**src/rtl/sls_pkg.sv**
```systemverilog
// Shared types, register indexes and round tables for the Salsa20/HSalsa20 core.
`default_nettype none

package sls_pkg;

   typedef logic [31:0] word_type;
   typedef logic [15:0][31:0] block_type;

   // One word in flight: working state plus the initial state for feed-forward
   typedef struct packed {
      block_type state;
      block_type init;
   } lane_type;

   // Configuration register indexes
   localparam int CSR_INDEX_W = 3;
   localparam logic [CSR_INDEX_W-1:0] CSR_MODE_HSALSA = 3'd0;
   localparam logic [CSR_INDEX_W-1:0] CSR_CONST_WORD0 = 3'd1;
   localparam logic [CSR_INDEX_W-1:0] CSR_CONST_WORD1 = 3'd2;
   localparam logic [CSR_INDEX_W-1:0] CSR_CONST_WORD2 = 3'd3;
   localparam logic [CSR_INDEX_W-1:0] CSR_CONST_WORD3 = 3'd4;

   // Reset values of the constant words ("expand 32-byte k")
   localparam word_type CONST_WORD0_RESET = 32'h6170_7865;
   localparam word_type CONST_WORD1_RESET = 32'h3320_646e;
   localparam word_type CONST_WORD2_RESET = 32'h7962_2d32;
   localparam word_type CONST_WORD3_RESET = 32'h6b20_6574;

   // Quarter-round word positions (a, b, c, d) for column and row rounds
   localparam logic [0:3][0:3][3:0] COLUMN_IDX = '{
      '{4'd0,  4'd4,  4'd8,  4'd12},
      '{4'd5,  4'd9,  4'd13, 4'd1},
      '{4'd10, 4'd14, 4'd2,  4'd6},
      '{4'd15, 4'd3,  4'd7,  4'd11}
   };
   localparam logic [0:3][0:3][3:0] ROW_IDX = '{
      '{4'd0,  4'd1,  4'd2,  4'd3},
      '{4'd5,  4'd6,  4'd7,  4'd4},
      '{4'd10, 4'd11, 4'd8,  4'd9},
      '{4'd15, 4'd12, 4'd13, 4'd14}
   };

   function automatic logic [3:0] quarter_pos(input logic row, input logic [1:0] q,
                                               input logic [1:0] pos);
      return row ? ROW_IDX[q][pos] : COLUMN_IDX[q][pos];
   endfunction

   // Rotation for each of the four add-rotate-xor steps
   function automatic int rot_amount(input logic [1:0] step);
      int n;
      unique case (step)
         2'd0:    n = 7;
         2'd1:    n = 9;
         2'd2:    n = 13;
         default: n = 18;
      endcase
      return n;
   endfunction

   function automatic word_type rotl(input word_type v, input int n);
      return (v << n) | (v >> (32 - n));
   endfunction

endpackage

`default_nettype wire

```
**src/rtl/sls_out.sv**
```systemverilog
// Output stage: feed-forward or HSalsa20 word selection into the result register.
`default_nettype none

module sls_out (
   input  logic                   clock,
   input  logic                   reset,
   input  logic                   advance,
   input  logic                   valid_in,
   input  sls_pkg::lane_type      lane_in,
   input  logic                   mode_hsalsa,
   output logic                   valid_out,
   output logic [7:0][63:0]       words_out
);
   import sls_pkg::*;

   logic              valid_ff;
   logic [7:0][63:0]  words_ff, words_in;
   block_type         sum_block;

   // Salsa20 feed-forward, one add per word
   always_comb begin
      for (int w = 0; w < 16; w++) begin
         sum_block[w] = lane_in.state[w] + lane_in.init[w];
      end
   end

   always_comb begin
      if (mode_hsalsa) begin
         words_in[0] = {lane_in.state[5],  lane_in.state[0]};
         words_in[1] = {lane_in.state[15], lane_in.state[10]};
         words_in[2] = {lane_in.state[7],  lane_in.state[6]};
         words_in[3] = {lane_in.state[9],  lane_in.state[8]};
         for (int k = 4; k < 8; k++) begin
            words_in[k] = '0;
         end
      end else begin
         for (int k = 0; k < 8; k++) begin
            words_in[k] = {sum_block[2*k+1], sum_block[2*k]};
         end
      end
   end

   always_ff @(posedge clock) begin
      if (reset) begin
         valid_ff <= 1'b0;
      end else if (advance) begin
         valid_ff <= valid_in;
      end
   end

   always_ff @(posedge clock) begin
      if (advance) begin
         words_ff <= words_in;
      end
   end

   assign valid_out = valid_ff;
   assign words_out = words_ff;

endmodule

`default_nettype wire

```
**config.mk**
```make
export PLATFORM = sky130hd
export DESIGN_NAME = sls_out
export DESIGN_NICKNAME = d
export VERILOG_FILES = /design/src/rtl/sls_pkg.sv /design/src/rtl/sls_out.sv
export SDC_FILE = /design/constraint.sdc
export NUM_CORES = 2
export LEC_CHECK = 0
export BUFFER_PORTS_ARGS = -buffer_cell sky130_fd_sc_hd__buf_2
export CORE_AREA = 3 3 594 596
export CTS_BUF_LIST = sky130_fd_sc_hd__clkbuf_8 sky130_fd_sc_hd__clkbuf_16
export DETAILED_ROUTE_END_ITERATION = 16
export DIE_AREA = 0 0 597 599
export GPL_ROUTABILITY_DRIVEN = 0
export GPL_TIMING_DRIVEN = 0
export PLACE_DENSITY = 0.39
export SETUP_SLACK_MARGIN = 0.05
export SLEW_MARGIN = 5
export SYNTH_ARGS = -nofsm -noshare
export SYNTH_HDL_FRONTEND = slang
export SYNTH_SLANG_ARGS = --single-unit
```
**constraint.sdc**
```tcl
create_clock -name clock -period 4.2 [get_ports clock]
set_input_delay 1.05 -clock clock [delete_from_list [all_inputs] [get_ports clock]]
set_output_delay 1.05 -clock clock [all_outputs]
set_load 0.01 [all_outputs]
```
==> results.toml <==
[status]
status = "finished, final reports clean"

[power_and_ir_drop]
swShare_pct = 39.79
seqPwrFrac_pct = 28.9
peakVddDrop_v = 0.0002871
leakage_nw = 26.38
powerDensity_nw_per_um2 = 376.9
intPower_mw = 13.90
combPwrFrac_pct = 37.0
netSwitchingPower_mw = 9.187
pwr-share-clk_pct = 34.1

[synth]
synth_top_area_share_pct = 35.21
synth-edff-count = 512
yosys-top-cells-count = "512 x edfxtp_1, 496 x ha_1, 494 x nand2_1"
synthMostInstantiatedCell = "edfxtp_1"
syn_area_um2 = 43660
ys_seq_area_share_pct = 35.26
avgSynthCellArea_um2 = 9.188
ys_ff_latch = 513
ys_types = 88
synthCells = 4752
ys.warnings.count = 0
synthTopCellsByArea = "edfxtp_1 35%, ha_1 14%, o21ai_0 5.0%"
synth.net_count = 6293
synth_top_cell_by_area = "edfxtp_1"
synthArstFlopShare_pct = 0
synthFlopType = "edfxtp_1"

[sta]
setup_violations = 0
post-route-period-util_pct = 98.20
tightest_slew_ns = 1.370
relSlewSlack_pct = 7.674
hold_viol = 0
fin_setup_tns_ns = 0
rsz0062_at_grt = "no"
fmax_mhz = 242.5
slew_viol_final = 0
setup_slack_ns = 0.07562
clock-skew-final_ns = 0
period_needed_ns = 4.124
fin_hold_ws_ns = 0.3818

[place]
io_buffers = 1540
dp_hpwl_um = 322700
place_ws_ns = -1.514

[cells_and_area]
drive_gt1_share_pct = 28.44
n_fill_cell = 39480
nNetsFinal = 7949
multiInputGateArea_um2 = 27380
area.sequential_um2 = 15390
area_growth_pct = 40.30
final_util_pct = 17.57

[global_route]
gr-total-overflow = 0
track_usage_pct = 19.44
grt_pass1_wl_um = 459600
grt_pass1_vias = 46420
grt_start_max_net_pins = 85
grt_antenna_before_repair = 201

[clocking]
clk_pin_slew_worst_paths_ns = 0.07
clock_latency_ns = 0.81
cts_buffers = 86
cts_root_buf = "clkbuf_16"
h-tree-depth = 3
cts_buffer_depth = 4
cts_sinks = 513
post-cts-setup-buffers = 0
cts_tree = "yes"

[floorplanning]
core_area_um2 = 348600
die_width_um = 597
initial_core_util_pct = 12.52
die_h_um = 599
row_count = 217
dieArea_um2 = 357600
io_pins = 1542

[worst_setup_path]
cpLargestDelayFamily = "compound AO/OA/AOI/OAI gates"
cp.required_ns = 4.82
path_buf_inv = 2
slowest_stage = "a21oi_1"
path_cells = "buf_2, ha_1, a2111oi_4, a21boi_2, buf_8, nor3_1, o2111ai_1, a21oi_1, o311ai_2, a211o_1, and3b_1, o31ai_1"
crit_type = "primary input to register"
worstPathArrival_ns = 4.75
crit_fanout = 4
end_kind = "register"
critPathLaunchType = "primary input"
critPathMaxStageDelay_ns = 0.81

[routing]
drc = 0
num_vias = 47380
routed_wirelength_um = 364900
detail_route.wl_per_cell_um = 32.63
drtAntennaViolNets = 0
viasPerCell = 4.237
drtIter0Drc = 4109
first_pass_iters = 5

[min_path]
holdCritPathClass = "primary input to register"

[flow_run]
max-cap-violations = 0
flip-flops by register name (all words and copies together) (netlist names):
| register | flops |
|---|---|
| words_out | 512 |
| valid_out | 1 |
metrics by stage:
step	instances	cell area (um2)	total power, mW
after floorplan	4752	43660	10.64
after CTS	11070	60950	23.63
after global placement	10890	57120	15.40
final	11180	61260	23.09
after detailed placement	10920	57910	15.37
after global routing	11120	61110	24.34
placed cells by master, fill, tap and decap left out, types with 15 or more instances in the layout:
cell and n:
nor2_1 417, nor3_1 66, clkbuf_2 25, o21bai_1 87, nand2_1 494, and2_1 25
a211o_1 17, ha_1 496, edfxtp_1 512, clkbuf_16 86, buf_12 16, and3_1 55
a31oi_1 62, nand3_1 84, buf_2 1545, nand4_1 47, o31ai_1 42, mux2i_1 15
bufinv_16 15, fa_1 16, clkbuf_1 105, xor2_1 169, mux2_2 41, o21a_1 55
or3_1 16, diode_2 108, a211oi_1 50, xnor2_1 233, nand2b_1 38, o21ai_0 431
o211ai_1 29, a21o_1 271, nor2b_1 62, inv_1 118, a21oi_1 408
power by group through the flow:
stage	combinational, mW	sequential, mW	clock (mW)
after floorplan	3.59	7.04	0
after global placement	8.52	6.89	0
final	8.53	6.67	7.88
after CTS	8.65	6.69	8.29
after global routing	9.17	6.73	8.44
after detailed placement	8.59	6.78	0
cell families (layout without fill, tap and decap cells):
family / count (synthesis) / count (layout) / synth area share [%]
other cells: 0 / 108 / 0
compound gates: 1638 / 1638 / 23.90
mux: 56 / 56 / 1.401
simple gates: 1362 / 1362 / 14.03
flops: 513 / 513 / 35.26
fa+ha+maj: 512 / 512 / 14.95
xor+xnor: 408 / 408 / 8.184
buf+inv: 263 / 1985 / 2.278
final timing paths:
| check | start | to | slack (ns) | cells past startpoint |
|---|---|---|---|---|
| worst min-delay path | reset | valid_out | 0.38 | 2 |
| worst min register to register | valid_out | valid_out | 0.50 | 2 |
| worst max register to register | valid_out | valid_out | 3.60 | 2 |
| worst max-delay path | lane_in[518] | words_out[30] | 0.08 | 12 |
layout make-up:
class,count,area share [%]
repair buffers,1571,13.77
multi-input cells,3976,44.69
well taps,4599,9.393
clock inverters,68,1.332
inverters,111,0.6801
flip-flops and latches,513,25.13
clock buffers,86,3.513
diodes,108,0.4412
plain buffers,149,1.052
layer usage:
| layer | up-vias | wire (um) | track usage (%) |
|---|---|---|---|
| li1 | 21220 | - | - |
| met1 | 23100 | 150100 | 24.00 |
| met2 | 2443 | 164600 | 31.25 |
| met3 | 533 | 33630 | 6.183 |
| met4 | 76 | 16090 | 7.717 |
| met5 | - | 495 | 0 |
what timing repair did:
item                       4_1_cts  5_1_grt
gates resized for setup         15        9
hold buffers                     0        0
setup endpoints to repair       69       14
gates cloned                     0        0
Power figures use the tool's default switching activity.
